[src/hdl/nfd_pkg.sv]
// Shared constants and types for the normalized fractional divider.
`default_nettype none
package nfd_pkg;

  localparam int OPERAND_W     = 32;
  localparam int MAG_W         = OPERAND_W - 1;
  localparam int LEAD_W        = 5;
  localparam int QUOTIENT_BITS = 15;
  localparam int QUOTIENT_W    = 17;
  localparam int SHIFT_W       = 6;
  localparam int NUM_TOP_W     = 14;
  localparam int DEN_TOP_W     = 15;
  localparam int REM_W         = DEN_TOP_W + 1;

  localparam int QUEUE_DEPTH   = 4;
  localparam int QUEUE_PTR_W   = $clog2(QUEUE_DEPTH);
  localparam int QUEUE_CNT_W   = $clog2(QUEUE_DEPTH + 1);

  localparam int OB_DEPTH      = 2;
  localparam int OB_PTR_W      = $clog2(OB_DEPTH);
  localparam int OB_CNT_W      = $clog2(OB_DEPTH + 1);

  localparam logic [QUOTIENT_W-1:0] DIV_ZERO_QUOTIENT = 17'h0FFFF;
  localparam logic [SHIFT_W-1:0]    DIV_ZERO_SHIFT    = 6'd15;

  // One normalized item on its way through the divide iterations.
  typedef struct packed {
    logic [REM_W-1:0]         rem;
    logic [DEN_TOP_W-1:0]     dvsr;
    logic [QUOTIENT_BITS-1:0] quo;
    logic signed [SHIFT_W-1:0] shift;
    logic                     neg;
    logic                     num_zero;
    logic                     den_zero;
  } work_t;

  typedef struct packed {
    logic signed [QUOTIENT_W-1:0] quotient;
    logic signed [SHIFT_W-1:0]    shift_exponent;
  } result_t;

endpackage
`default_nettype wire

[src/hdl/normalized_fractional_divider.sv]
// Normalized fractional divider: signed 32/32 divide giving a Q15 quotient and an exponent.
//
// Input channel: an item (in_numerator, in_denominator) is taken at a rising edge where
// push is high and full is low. Result channel: while empty is low the oldest result sits
// on out_quotient and out_shift_exponent; it is taken at an edge where pop is high.
// The quotient is the signed Q15 magnitude of |num|/|den| after both are normalized;
// out_shift_exponent is the left shift that restores the true ratio. A zero numerator
// gives 0 and 0; a zero denominator gives 65535 with the numerator's sign and shift 15.
// Path: an item passes three front stages for magnitude, leading count and normalize,
// the queue, one stage per quotient bit for the 15 restoring steps, a sign stage and
// the output buffer. Throughput: one item per cycle while results are popped, set by
// the fully pipelined divide stages. When pop is held low the output buffer fills,
// the divide stages stop, the four-entry queue fills and then full rises; no item is
// dropped. Reset is synchronous and active low; it empties every stage and buffer, and
// push is honored on the next cycle.
`default_nettype none
module normalized_fractional_divider import nfd_pkg::*; (
  input  wire logic                         clk,
  input  wire logic                         rst_n,
  input  wire logic                         push,
  output logic                              full,
  input  wire logic signed [OPERAND_W-1:0]  in_numerator,
  input  wire logic signed [OPERAND_W-1:0]  in_denominator,
  output logic                              empty,
  input  wire logic                         pop,
  output logic signed [QUOTIENT_W-1:0]      out_quotient,
  output logic signed [SHIFT_W-1:0]         out_shift_exponent
);

  logic    q_push, q_full, q_pop, q_empty;
  work_t   q_wdata, q_rdata;
  result_t result;

  nfd_front u_front (
    .clk      (clk),
    .rst_n    (rst_n),
    .push_i   (push),
    .full_o   (full),
    .num_i    (in_numerator),
    .den_i    (in_denominator),
    .q_push_o (q_push),
    .q_data_o (q_wdata),
    .q_full_i (q_full)
  );

  nfd_queue u_queue (
    .clk     (clk),
    .rst_n   (rst_n),
    .push_i  (q_push),
    .data_i  (q_wdata),
    .full_o  (q_full),
    .pop_i   (q_pop),
    .data_o  (q_rdata),
    .empty_o (q_empty)
  );

  nfd_back u_back (
    .clk       (clk),
    .rst_n     (rst_n),
    .q_data_i  (q_rdata),
    .q_empty_i (q_empty),
    .q_pop_o   (q_pop),
    .empty_o   (empty),
    .pop_i     (pop),
    .result_o  (result)
  );

  assign out_quotient       = result.quotient;
  assign out_shift_exponent = result.shift_exponent;

endmodule
`default_nettype wire

[src/hdl/nfd_front.sv]
// Front end: takes items, forms saturated magnitudes, leading counts and normalized operands.
`default_nettype none
module nfd_front import nfd_pkg::*; (
  input  wire logic                        clk,
  input  wire logic                        rst_n,
  input  wire logic                        push_i,
  output logic                             full_o,
  input  wire logic signed [OPERAND_W-1:0] num_i,
  input  wire logic signed [OPERAND_W-1:0] den_i,
  output logic                             q_push_o,
  output work_t                            q_data_o,
  input  wire logic                        q_full_i
);

  typedef struct packed {
    logic [MAG_W-1:0] num_mag;
    logic [MAG_W-1:0] den_mag;
    logic             neg;
    logic             num_zero;
    logic             den_zero;
  } mag_t;

  typedef struct packed {
    mag_t              mag;
    logic [LEAD_W-1:0] num_lead;
    logic [LEAD_W-1:0] den_lead;
  } lead_t;

  // Number of left shifts that bring the top set bit to bit 30, capped at 30.
  function automatic logic [LEAD_W-1:0] lead_count(input logic [MAG_W-1:0] v);
    logic [LEAD_W-1:0] cnt;
    cnt = LEAD_W'(MAG_W - 1);
    for (int i = 0; i < MAG_W; i++) begin
      if (v[i]) begin
        cnt = LEAD_W'(MAG_W - 1 - i);
      end
    end
    return cnt;
  endfunction

  function automatic logic [MAG_W-1:0] sat_mag(input logic [OPERAND_W-1:0] v);
    logic [OPERAND_W-1:0] negv;
    negv = ~v + 1'b1;
    if (!v[OPERAND_W-1]) begin
      return v[MAG_W-1:0];
    end else if (v[MAG_W-1:0] == '0) begin
      return '1;
    end else begin
      return negv[MAG_W-1:0];
    end
  endfunction

  logic  adv;
  logic  s1_v_r, s2_v_r, s3_v_r;
  mag_t  s1_r;
  mag_t  s1_nxt;
  lead_t s2_r;
  lead_t s2_nxt;
  work_t s3_r;
  work_t s3_nxt;
  logic [MAG_W-1:0] num_norm, den_norm;

  // The whole front moves together unless its last stage waits on a full queue.
  assign adv      = !(s3_v_r && q_full_i);
  assign full_o   = !adv;
  assign q_push_o = s3_v_r && !q_full_i;
  assign q_data_o = s3_r;

  always_comb begin
    s1_nxt.num_zero = (num_i == '0);
    s1_nxt.den_zero = (den_i == '0);
    s1_nxt.neg      = s1_nxt.den_zero ? num_i[OPERAND_W-1]
                                      : (num_i[OPERAND_W-1] ^ den_i[OPERAND_W-1]);
    s1_nxt.num_mag  = sat_mag(num_i);
    s1_nxt.den_mag  = sat_mag(den_i);
  end

  always_comb begin
    s2_nxt.mag      = s1_r;
    s2_nxt.num_lead = lead_count(s1_r.num_mag);
    s2_nxt.den_lead = lead_count(s1_r.den_mag);
  end

  always_comb begin
    num_norm          = s2_r.mag.num_mag << s2_r.num_lead;
    den_norm          = s2_r.mag.den_mag << s2_r.den_lead;
    s3_nxt.rem        = REM_W'(num_norm[MAG_W-1 -: NUM_TOP_W]);
    s3_nxt.dvsr       = den_norm[MAG_W-1 -: DEN_TOP_W];
    s3_nxt.quo        = '0;
    s3_nxt.shift      = SHIFT_W'({1'b0, s2_r.den_lead}) - SHIFT_W'({1'b0, s2_r.num_lead})
                        + SHIFT_W'(1);
    s3_nxt.neg        = s2_r.mag.neg;
    s3_nxt.num_zero   = s2_r.mag.num_zero;
    s3_nxt.den_zero   = s2_r.mag.den_zero;
  end

  always_ff @(posedge clk) begin
    if (!rst_n) begin
      s1_v_r <= 1'b0;
      s2_v_r <= 1'b0;
      s3_v_r <= 1'b0;
    end else if (adv) begin
      s1_v_r <= push_i;
      s2_v_r <= s1_v_r;
      s3_v_r <= s2_v_r;
    end
  end

  always_ff @(posedge clk) begin
    if (adv) begin
      s1_r <= s1_nxt;
      s2_r <= s2_nxt;
      s3_r <= s3_nxt;
    end
  end

endmodule
`default_nettype wire

[src/hdl/nfd_queue.sv]
// Short queue of normalized items between the front end and the divide pipeline.
`default_nettype none
module nfd_queue import nfd_pkg::*; (
  input  wire logic  clk,
  input  wire logic  rst_n,
  input  wire logic  push_i,
  input  work_t      data_i,
  output logic       full_o,
  input  wire logic  pop_i,
  output work_t      data_o,
  output logic       empty_o
);

  work_t                  mem_r [QUEUE_DEPTH];
  logic [QUEUE_PTR_W-1:0] wr_ptr_r, rd_ptr_r;
  logic [QUEUE_CNT_W-1:0] cnt_r;
  logic                   do_push, do_pop;

  assign full_o  = (cnt_r == QUEUE_CNT_W'(QUEUE_DEPTH));
  assign empty_o = (cnt_r == '0);
  assign data_o  = mem_r[rd_ptr_r];
  assign do_push = push_i && !full_o;
  assign do_pop  = pop_i && !empty_o;

  always_ff @(posedge clk) begin
    if (!rst_n) begin
      wr_ptr_r <= '0;
      rd_ptr_r <= '0;
      cnt_r    <= '0;
    end else begin
      if (do_push) begin
        wr_ptr_r <= wr_ptr_r + 1'b1;
      end
      if (do_pop) begin
        rd_ptr_r <= rd_ptr_r + 1'b1;
      end
      if (do_push && !do_pop) begin
        cnt_r <= cnt_r + 1'b1;
      end else if (do_pop && !do_push) begin
        cnt_r <= cnt_r - 1'b1;
      end
    end
  end

  always_ff @(posedge clk) begin
    if (do_push) begin
      mem_r[wr_ptr_r] <= data_i;
    end
  end

`ifndef SYNTHESIS
  a_no_push_when_full: assert property (@(posedge clk) disable iff (!rst_n)
    !(push_i && full_o)) else $error("item pushed into a full queue");
  a_no_pop_when_empty: assert property (@(posedge clk) disable iff (!rst_n)
    !(pop_i && empty_o)) else $error("item popped from an empty queue");
  a_count_bound: assert property (@(posedge clk) disable iff (!rst_n)
    cnt_r <= QUEUE_CNT_W'(QUEUE_DEPTH)) else $error("queue count out of range");
`endif

endmodule
`default_nettype wire

[src/hdl/nfd_back.sv]
// Back end: one restoring divide step per stage, sign and special cases, result buffer.
`default_nettype none
module nfd_back import nfd_pkg::*; (
  input  wire logic clk,
  input  wire logic rst_n,
  input  work_t     q_data_i,
  input  wire logic q_empty_i,
  output logic      q_pop_o,
  output logic      empty_o,
  input  wire logic pop_i,
  output result_t   result_o
);

  function automatic work_t div_step(input work_t w);
    work_t            r;
    logic [REM_W-1:0] rem2;
    logic [REM_W-1:0] diff;
    logic             ge;
    r    = w;
    rem2 = {w.rem[REM_W-2:0], 1'b0};
    diff = rem2 - {1'b0, w.dvsr};
    ge   = (rem2 >= {1'b0, w.dvsr});
    r.rem = ge ? diff : rem2;
    r.quo = {w.quo[QUOTIENT_BITS-2:0], ge};
    return r;
  endfunction

  work_t                    st_r [QUOTIENT_BITS];
  logic [QUOTIENT_BITS-1:0] st_v_r;
  result_t                  fmt_r;
  result_t                  fmt_nxt;
  logic                     fmt_v_r;
  logic                     adv;

  result_t                  ob_mem_r [OB_DEPTH];
  logic [OB_PTR_W-1:0]      ob_wr_r, ob_rd_r;
  logic [OB_CNT_W-1:0]      ob_cnt_r;
  logic                     ob_full, ob_push, ob_pop;
  logic [QUOTIENT_W-1:0]    qmag;

  assign ob_full  = (ob_cnt_r == OB_CNT_W'(OB_DEPTH));
  assign empty_o  = (ob_cnt_r == '0);
  assign ob_push  = fmt_v_r && !ob_full;
  assign ob_pop   = pop_i && !empty_o;
  assign result_o = ob_mem_r[ob_rd_r];

  // The iteration stages stall together only when a finished item cannot leave.
  assign adv     = !(fmt_v_r && ob_full);
  assign q_pop_o = adv && !q_empty_i;

  always_comb begin
    qmag = st_r[QUOTIENT_BITS-1].den_zero ? DIV_ZERO_QUOTIENT
                                          : QUOTIENT_W'(st_r[QUOTIENT_BITS-1].quo);
    if (st_r[QUOTIENT_BITS-1].num_zero) begin
      fmt_nxt.quotient       = '0;
      fmt_nxt.shift_exponent = '0;
    end else begin
      fmt_nxt.quotient       = st_r[QUOTIENT_BITS-1].neg ? -qmag : qmag;
      fmt_nxt.shift_exponent = st_r[QUOTIENT_BITS-1].den_zero ? DIV_ZERO_SHIFT
                                                               : st_r[QUOTIENT_BITS-1].shift;
    end
  end

  always_ff @(posedge clk) begin
    if (!rst_n) begin
      st_v_r  <= '0;
      fmt_v_r <= 1'b0;
    end else if (adv) begin
      st_v_r  <= {st_v_r[QUOTIENT_BITS-2:0], !q_empty_i};
      fmt_v_r <= st_v_r[QUOTIENT_BITS-1];
    end
  end

  always_ff @(posedge clk) begin
    if (adv) begin
      st_r[0] <= div_step(q_data_i);
      for (int k = 1; k < QUOTIENT_BITS; k++) begin
        st_r[k] <= div_step(st_r[k-1]);
      end
      fmt_r <= fmt_nxt;
    end
  end

  always_ff @(posedge clk) begin
    if (!rst_n) begin
      ob_wr_r  <= '0;
      ob_rd_r  <= '0;
      ob_cnt_r <= '0;
    end else begin
      if (ob_push) begin
        ob_wr_r <= ob_wr_r + 1'b1;
      end
      if (ob_pop) begin
        ob_rd_r <= ob_rd_r + 1'b1;
      end
      if (ob_push && !ob_pop) begin
        ob_cnt_r <= ob_cnt_r + 1'b1;
      end else if (ob_pop && !ob_push) begin
        ob_cnt_r <= ob_cnt_r - 1'b1;
      end
    end
  end

  always_ff @(posedge clk) begin
    if (ob_push) begin
      ob_mem_r[ob_wr_r] <= fmt_r;
    end
  end

`ifndef SYNTHESIS
  a_ob_count_bound: assert property (@(posedge clk) disable iff (!rst_n)
    ob_cnt_r <= OB_CNT_W'(OB_DEPTH)) else $error("result buffer count out of range");
  a_fmt_holds: assert property (@(posedge clk) disable iff (!rst_n)
    (fmt_v_r && ob_full) |=> (fmt_v_r && $stable(fmt_r)))
    else $error("finished item lost while the result buffer was full");
  a_pipe_holds: assert property (@(posedge clk) disable iff (!rst_n)
    !adv |=> $stable(st_v_r)) else $error("divide stages moved during a stall");
`endif

endmodule
`default_nettype wire
[config.mk]
export PLATFORM = sky130hd
export DESIGN_NAME = normalized_fractional_divider
export DESIGN_NICKNAME = d
export VERILOG_FILES = /design/src/hdl/nfd_pkg.sv /design/src/hdl/normalized_fractional_divider.sv /design/src/hdl/nfd_front.sv /design/src/hdl/nfd_queue.sv /design/src/hdl/nfd_back.sv
export SDC_FILE = /design/constraint.sdc
export NUM_CORES = 2
export LEC_CHECK = 0
export BUFFER_PORTS_ARGS = -buffer_cell sky130_fd_sc_hd__buf_2
export CAP_MARGIN = 20
export CELL_PAD_IN_SITES_DETAIL_PLACEMENT = 0
export CELL_PAD_IN_SITES_GLOBAL_PLACEMENT = 1
export CORE_ASPECT_RATIO = 1.4
export CORE_MARGIN = 3
export CORE_UTILIZATION = 30
export DETAILED_ROUTE_END_ITERATION = 16
export PLACE_DENSITY_LB_ADDON = 0.15
export SKIP_LAST_GASP = 1
export SLEW_MARGIN = 30
export SYNTH_ARGS = -nofsm -noshare
export SYNTH_HDL_FRONTEND = slang
export SYNTH_HIERARCHICAL = 1
export SYNTH_SLANG_ARGS = --single-unit
export TNS_END_PERCENT = 20
[constraint.sdc]
create_clock -name clk -period 23 [get_ports clk]
set_clock_uncertainty 0.1 [all_clocks]
set_input_delay 5.75 -clock clk [delete_from_list [all_inputs] [get_ports clk]]
set_output_delay 5.75 -clock clk [all_outputs]
set_load 0.05 [all_outputs]
==> summary.log <==
INFO  status         run_status=completed
INFO  timing         tightest_slew=1004ps
INFO  detailed_routing drt-vias-per-instance=4.780
INFO  logic_synthesis synthCells=4,019
INFO  timing         grt_setup_unrepaired=false
INFO  logic_synthesis synth-warning-count=6
INFO  detailed_routing ant_nets=0
INFO  place          routabilityCongestion=0.7886
INFO  clock_network  cts_htree_levels=3
INFO  clock_network  number_of_cts_inserted_buffers=118
INFO  clock_network  clock_insertion_delay_worst_skew=760ps
INFO  clock_network  cts_setup_buffers=0
INFO  logic_synthesis postSynthNetCount=4,345
INFO  critical_path  cp_cell_sequence=nor3b_2 > nand2_4 > inv_1 > buf_2
INFO  floorplanning  io_pins=93
INFO  critical_path  endpoint_kind=output pin
INFO  power_and_ir_drop powerDensity=145.8nW/µm²
INFO  place          portBuffers=92
INFO  clock_network  worst_setup_hold_path_clk_slew=60ps
INFO  timing         layout_min_cycle_time=8280ps
INFO  power_and_ir_drop cell_internal_pwr=5856µW
INFO  place          place.detailed.instances=6,371
INFO  global_route   grt_max_degree=144
INFO  floorplanning  die_width=365.2µm
INFO  clock_network  numClockSinks=1,111
INFO  power_and_ir_drop comb_power_share=39.8%
INFO  hold_path      class_of_the_worst_hold_path=flip-flop to flip-flop
INFO  floorplanning  floorplan.initialDensity=30.19%
INFO  floorplanning  fp.dieH=508.9µm
INFO  clock_network  cts.hold.buffers_added=0
INFO  floorplanning  core-area=179,600µm²
INFO  detailed_routing drtPass1Iterations=5
INFO  critical_path  largest_fanout_on_the_critical_path=42
INFO  finish         num-nets-final=4,493
INFO  detailed_routing drt_wl_cell=18.51µm
INFO  detailed_routing postRouteWirelength=122,100µm
INFO  critical_path  worst_setup_path_start_kind=flip-flop
INFO  critical_path  cp_data_arrival_time=2430ps
INFO  finish         layoutNonFillerInstCount=6,597
INFO  timing         timing.final.hold_violations=0
INFO  critical_path  crit_path_max_incr_delay=410ps
INFO  power_and_ir_drop power.share.switching=34.58%
INFO  critical_path  worst_setup_path_type=flip-flop to output pin
INFO  critical_path  timing.critical_path.required=17,150ps
INFO  power_and_ir_drop power_leakage=0.02313µW
INFO  power_and_ir_drop power_switching=3096µW
INFO  timing         report.final.slew_viol_count=0
INFO  run            timing.max_cap.violations=0
INFO  power_and_ir_drop power.ir.vdd_worst=0.08161mV
INFO  critical_path  timing.critical_path.slowest_stage_cell=sky130_fd_sc_hd__dfxtp_1
INFO  logic_synthesis avgSynthCellArea=13.49µm²
INFO  power_and_ir_drop clkPwrFrac=21.6%
INFO  clock_network  cts_root_buffer=sky130_fd_sc_hd__clkbuf_16
INFO  logic_synthesis synth.cell_area=54,200µm²
INFO  clock_network  clockBufferDepth=3
INFO  power_and_ir_drop sequentialPowerShare=38.6%
INFO  timing         finalSetupViolations=0
INFO  global_route   via_count_of_the_first_global_routing_pass=33,430
INFO  timing         fmax=0.1208GHz
INFO  clock_network  cts_resized=0
INFO  global_route   grt_pass1_wl=189,800µm
INFO  global_route   all_layer_gr_usage=13.14%
INFO  global_route   grt_antenna_before_repair=1
INFO  place          detailed_place_hpwl=89,970µm
INFO  timing         timing.final.crit_share=36.00%
INFO  global_route   gr-total-overflow=0
INFO  clock_network  tritoncts=yes
INFO  detailed_routing vias=31,540
INFO  detailed_routing drt_drc_violations_left=0
INFO  finish         layout.filler_cells=17,650
INFO  detailed_routing number_of_drc_violations_after_detailed_routing_iteration_0=1,473
INFO  floorplanning  dieArea=185,900µm²
INFO  finish         layout_cells_sized_above_1=14.73%
INFO  finish         area_delta_synth_final=13.29%
INFO  timing         slew_headroom=32.44%
INFO  floorplanning  row_count=184
INFO  timing         tns=0ps
## path summary, 6_finish.rpt
check,endpoint,from,cells after the start,slack [ps]
setup / recovery,full,u_queue/cnt_r[2],4,14720
hold / removal,u_back/st_r[0][201],u_back/st_r[0][146],0,270
setup reg to reg,u_back/st_r[0][40],flip-flop,10,18280
hold reg to reg,u_back/st_r[0][201],u_back/st_r[0][146],0,270
## through the flow
stage	util, %	total power, µW	area [µm²]	hold slack (ps)	setup slack [ps]
finish	34.20	8952	61410	273.9	14720
global route	34.20	9625	61410	278.1	14450
CTS	34.17	9139	61370	266.2	14530
detailed placement	31.96	7125	57390	304.5	14290
global placement	31.94	7120	57360	300.8	14300
floorplan	-	6116	54200	300.3	1852
## layout make-up
type                    count  area (µm²)  share of cell area, %
flip-flops and latches   1111       33040                  53.80
clock buffers             148        3126                  5.090
clock inverters            76       849.6                  1.383
diodes                      1       2.502               0.004075
inverters                 329        1242                  2.023
multi-input cells        2480       19460                  31.68
repair buffers            127       787.0                  1.282
well taps                2325        2909                  4.737
## worst max-delay path: cells and delay by family, from the launching register on
family                 cells  cell delay [ps]
and+or+nand+nor            2              720
buffers and inverters      2              560
DFF                        1              410
## power by group through the flow
stage          combinational (µW)  sequential, µW  clock (µW)
2_1_floorplan                2810            3310           0
3_3_place_gp                 3610            3510           0
3_5_place_dp                 3610            3520           0
4_1_cts                      3630            3480        2030
5_1_grt                      4000            3530        2090
6_report                     3560            3450        1940
## layout by cell type (no fill, tap or decap), types with 18 or more instances in the layout
cell type and instances:
sky130_fd_sc_hd__edfxtp_1 1078, sky130_fd_sc_hd__inv_1 327, sky130_fd_sc_hd__nor2_1 247, sky130_fd_sc_hd__ha_1 242, sky130_fd_sc_hd__nand2_1 234, sky130_fd_sc_hd__a21oi_1 219
sky130_fd_sc_hd__o21ai_0 189, sky130_fd_sc_hd__mux2_2 156, sky130_fd_sc_hd__clkbuf_16 118, sky130_fd_sc_hd__xnor2_1 114, sky130_fd_sc_hd__buf_2 92, sky130_fd_sc_hd__mux4_2 87
sky130_fd_sc_hd__xor2_1 68, sky130_fd_sc_hd__nor3_1 65, sky130_fd_sc_hd__a21o_1 64, sky130_fd_sc_hd__nand3_1 52, sky130_fd_sc_hd__mux2i_1 52, sky130_fd_sc_hd__o21a_1 46
sky130_fd_sc_hd__nor2b_1 43, sky130_fd_sc_hd__a31oi_1 36, sky130_fd_sc_hd__nand2b_1 31, sky130_fd_sc_hd__dfxtp_1 30, sky130_fd_sc_hd__a211oi_1 29, sky130_fd_sc_hd__a21boi_0 29
sky130_fd_sc_hd__buf_4 28, sky130_fd_sc_hd__and3_1 27, sky130_fd_sc_hd__nor4_1 25, sky130_fd_sc_hd__o31ai_1 25, sky130_fd_sc_hd__or3_1 25, sky130_fd_sc_hd__clkbuf_1 24
sky130_fd_sc_hd__clkinv_1 24, sky130_fd_sc_hd__o21bai_1 20, sky130_fd_sc_hd__nand4_1 20, sky130_fd_sc_hd__o41ai_1 20, sky130_fd_sc_hd__and2_1 20, sky130_fd_sc_hd__o211ai_1 19
sky130_fd_sc_hd__clkinv_2 18
## per-layer routing
metal | vias up | track usage (%) | routed length [µm]
li1 | 15540 | - | -
met1 | 15300 | 12.16 | 41280
met2 | 455 | 27.08 | 71350
met3 | 236 | 1.702 | 3178
met4 | 0 | 6.941 | 6291
met5 | - | 0 | 0
## flip-flops by register name, indices dropped and copies added, names as in the netlist, 2 cells and up, named ones only
register / count
u_back/fmt_r: 23
u_back/ob_cnt_r: 2
u_back/ob_mem_r: 46
u_back/st_r: 675
u_back/st_v_r: 15
u_front/q_data_o: 38
u_front/s1_r: 65
u_front/s2_r: 75
u_queue/cnt_r: 3
u_queue/mem_r: 156
u_queue/rd_ptr_r: 2
u_queue/wr_ptr_r: 2
(Power assumes the default switching activity.)
